--- src/hdl/bfla_ram.sv ---
`default_nettype none

// Simple dual-port RAM: one write port, one read port with registered data.
module bfla_ram #(
	parameter int WIDTH = 8,
	parameter int DEPTH = 256
) (
	input  wire logic                     clk,
	input  wire logic                     wr_en,
	input  wire logic [$clog2(DEPTH)-1:0] wr_addr,
	input  wire logic [WIDTH-1:0]         wr_data,
	input  wire logic                     rd_en,
	input  wire logic [$clog2(DEPTH)-1:0] rd_addr,
	output logic      [WIDTH-1:0]         rd_data
);

	logic [WIDTH-1:0] mem_q [DEPTH];

	// Write port.
	always_ff @(posedge clk) begin
		if (wr_en) begin
			mem_q[wr_addr] <= wr_data;
		end
	end

	// Read port; the data holds until the next read.
	always_ff @(posedge clk) begin
		if (rd_en) begin
			rd_data <= mem_q[rd_addr];
		end
	end

endmodule

`default_nettype wire

--- config.mk ---
export PLATFORM = sky130hd
export DESIGN_NAME = bfla_ram
export DESIGN_NICKNAME = d
export VERILOG_FILES = /design/src/hdl/bfla_ram.sv
export SDC_FILE = /design/constraint.sdc
export NUM_CORES = 2
export LEC_CHECK = 0
export ABC_AREA = 1
export ABC_CLOCK_PERIOD_IN_PS = 2000
export BUFFER_PORTS_ARGS = -buffer_cell sky130_fd_sc_hd__buf_2
export CAP_MARGIN = 10
export CORE_UTILIZATION = 40
export CTS_CLUSTER_SIZE = 16
export DETAILED_ROUTE_END_ITERATION = 16
export SYNTH_ARGS = -nofsm -noshare
export SYNTH_HDL_FRONTEND = slang
export SYNTH_SLANG_ARGS = --single-unit
export TNS_END_PERCENT = 10
--- constraint.sdc ---
create_clock -name clk -period 2 [get_ports clk]
set_clock_uncertainty 0.1 [all_clocks]
set_input_delay 0 -clock clk [delete_from_list [all_inputs] [get_ports clk]]
set_output_delay 0 -clock clk [all_outputs]
set_load 0.01 [all_outputs]
Word-level counts from Yosys, hierarchy flattened
Memory sizes are Yosys's and may differ from the RTL's. A register that Yosys moved wholly into a read port is not among the register bits.
Index checks and enable logic that the tools add are counted.

word-level totals
  register bits = 0
  memory bits (writable) = 2048
  bits of input ports = 27
  output and inout port bits = 8
  word-level logic and storage cells = 3
  memories = 1

memory list
  memory  depth  width  rd ports  clocked after memory_dff  wr ports  RTL line  text
  mem_q   256    8      1         1                         1         17        logic [WIDTH-1:0] mem_q [DEPTH];

cells by class
  muxes and demuxes = 2

operators by type and width
  operator           count
  two-way mux 1 bit  2

Longest topological paths before layout
  depth in word-level cells = 2
  gate-level depth with buffers = 15
  depth with buffers taken out = 11

Worst setup path before layout
Ideal clock, no wire load.

  path type = input-to-reg
  start = in wr_en
  end = mem mem_q[162][0] (enable)
  setup time = 370 ps
  arrival = 1121 ps
  data required time = 1530 ps
  setup slack = 409 ps
  cell stages on the path = 4
  path buffers = 2
  path through = clkbuf_1 > nand3_1 > clkbuf_1 > nor2_1

on the way
  longest elaborated chain between the ends = 2

ends and longest elaborated chain
  what                                     RTL line  text
  start, declared                          9         input wire logic wr_en,
  two-way mux 1 bit                        21        if (wr_en) begin
  two-way mux 1 bit (implied by the code)  22        mem_q[wr_addr] <= wr_data;
  end, declared                            17

No other way between the ends.

==> flow_summary.toml <==
[logic_synthesis]
synth_top_area_share_pct = 74.0
yosys_warnings = 0
yosys.area.top_type = "edfxtp_1"
synth_cell_types = 13
synth.area.mux_share_pct = 0
ys_seq_area_share_pct = 74.0
syn-num-nets = 7030
synth_compound_area_share_pct = 0
synthAdderAreaFrac_pct = 0
netlist_top_cells_area = "edfxtp_1 (74%), nand3_1 (12%), nand2_1 (9.5%)"
syn_inst = 7003
syn_avg_cell_area_um2 = 11.9
ys_seq_elements = 2056
syn_area_um2 = 83500
synth-xor-area-share_pct = 0
synth_top_family_by_area = "simple AND/OR/NAND/NOR gates"
synth_simple_gate_area_share_pct = 22.9

[flow_run]
maxCapViolations = 0

[drt]
wl_per_cell_um = 22.7
drtIter0Drc = 6559
viasPerCell = 5.39
drc = 0
ant_nets = 0
firstDrtPassIters = 8
wl_mm = 237
routed-via-count = 56400

[setup_path]
crit_slowest_cell = "edfxtp_1"
r2r_cells = 11
r2r-start = "mem_q[234][4]$_DFFE_PP_"
required_ps = 2500
crit_chain = "nand2_1 > nand3_1 > nand3_1 > nand3_1 > nand3_1 > nand3_1 > nand3_1 > buf_4 > nand2_1 > nand2_1 > nand2_1"
path_common_cell = "nand3_1"
crit_path_end_kind = "register"
regToRegSetupSlack_ps = -40
worst-path-max-fanout = 1
cp.arrival_ps = 2540
r2r-end = "rd_data[4]$_DFFE_PP_"
crit_type = "reg -> reg"
crit_path_max_incr_delay_ps = 370
cp-start-kind = "register"

[timing]
slew_violations = 0
max_freq_mhz = 490
fin_crit_sh_pct = 102
final_hold_viol_count = 0
setup_viol = 2
tightest_slew_ps = 790
rsz0062_at_grt = "yes"
finalCriticalPeriod_ps = 2040
holdWs_ps = 18.3
relSlewSlack_pct = 47.2
fin_ws_ps = -39.0

[cells_and_area]
final_common_cell = "nand2_1"
layout_common_cells = "nand2_1 (2119), edfxtp_1 (2056), nand3_1 (1992)"
stdcell_area_um2 = 98900
final_util_pct = 47.7
nets = 7521
synthToLayoutAreaGrowth_pct = 18.4
drive_gt1_share_pct = 13.9

[global_routing]
grt_pass1_wl_mm = 353
grt_pass1_vias = 54700
grt_max_degree = 97
grt-ovfl-total = 0
antenna_found_initial = 11
grt_use_total_pct = 22.4

[floorplanning]
fp.dieW_um = 459
start_util_pct = 40.3
dieArea_um2 = 211000
die_h_um = 459
rows = 167
coreArea_um2 = 207000
io-pin-count = 35

[placed_design]
place_ws_ps = -556
portBuffers = 34
placed_cell_area_um2 = 91900
place_congestion = 0.920
dp_hpwl_mm = 148

[cts]
cts-buffers-inserted = 207
postCtsSetupBuffers = 0
cts.sinks = 2056
clk_pin_slew_worst_paths_ps = 60
clock_latency_ps = 860
h-tree-depth = 4
cts_tree = "done"
root_buffer = "clkbuf_16"
cts.path.max_buffers = 3

[power_and_ir_drop]
p_leak_nw = 35.4
pwr_density_cell_nw_per_um2 = 928
report.power.total_mw = 91.7
ir_worst_vdd_v = 0.000693

[hold_path]
whs_endpoint = "mem_q[230][5]$_DFFE_PP_"
min_from = "wr_data[5]"
worstHoldPathType = "in -> reg"
hold_depth = 2

[run_status]
violations = "setup timing"
status = "finished with violations"
[how the worst max path moves through the flow]
stage                                 start                      end  depth (start not counted)  slack (ps)
floorplan                             wr_en  mem_q[162][0]$_DFFE_PP_                          4         410
global placement                 rd_addr[0]     rd_data[5]$_DFFE_PP_                         15        -530
detailed placement               rd_addr[0]     rd_data[5]$_DFFE_PP_                         15        -560
CTS                              wr_addr[3]   mem_q[59][0]$_DFFE_PP_                         11          10
global route        mem_q[234][4]$_DFFE_PP_     rd_data[4]$_DFFE_PP_                         11         -50
finish              mem_q[234][4]$_DFFE_PP_     rd_data[4]$_DFFE_PP_                         11         -40
[synth_stat cells, drive strengths merged]
cell type and instances:
nor2 283, edfxtp 2056, nand3 2019, inv 39, buf 371, nand2 2123, clkbuf 112
[area by class of cell]
type | instances | area, µm²
fillers | 18400 | 108000
repair buffers | 765 | 7570
multi-input cells | 4425 | 19300
diodes | 2 | 5.00
clock inverters | 138 | 1200
clock buffers | 245 | 5390
well taps | 2788 | 3490
flip-flops and latches | 2056 | 61700
inverters | 39 | 180
[stage by stage]
| stage | setup TNS, ps | std cells |
|---|---|---|
| global route | -140 | 10500 |
| global placement | -3410 | 10000 |
| CTS | 0 | 10500 |
| floorplan | 0 | 7003 |
| detailed placement | -3530 | 10000 |
| finish | -62.0 | 10500 |
[routing by layer]
metal | GRT usage (%) | vias to the layer above | wire length [µm]
met5 | 0 | - | 0
li1 | - | 25900 | -
met4 | 8.59 | 0 | 9150
met2 | 36.3 | 2307 | 113000
met1 | 30.2 | 27800 | 96700
met3 | 3.58 | 427 | 18600
[flip-flops by register name (all words and copies together) (netlist names)]
name,count
rd_data,8
mem_q,2048
[logic make-up after synthesis]
logic type / count (synthesis)
and+or+nand+nor: 4425
DFF: 2056
buffers and inverters: 522
[power breakdown]
part / internal [mW] / leakage (nW) / switching [mW] / total [mW]
logic: 1.96 / 13.6 / 4.36 / 6.32
clock network: 21.6 / 3.23 / 16.3 / 37.9
registers: 47.5 / 18.5 / 0.0426 / 47.5
total: 71.1 / 35.4 / 20.7 / 91.7
[worst max-delay path, delay by kind of cell (launching register included)]
family | cells | cell delay [ps]
buffers and inverters | 1 | 150
DFF | 1 | 370
and+or+nand+nor | 10 | 1180
[what timing repair did]
action	in CTS	in global routing
endpoints found under the setup margin	5	111
hold endpoints to repair	2385	0
resized for setup	8	25
hold buffers	24	0
Note: power is estimated with default switching activity, not from simulation.
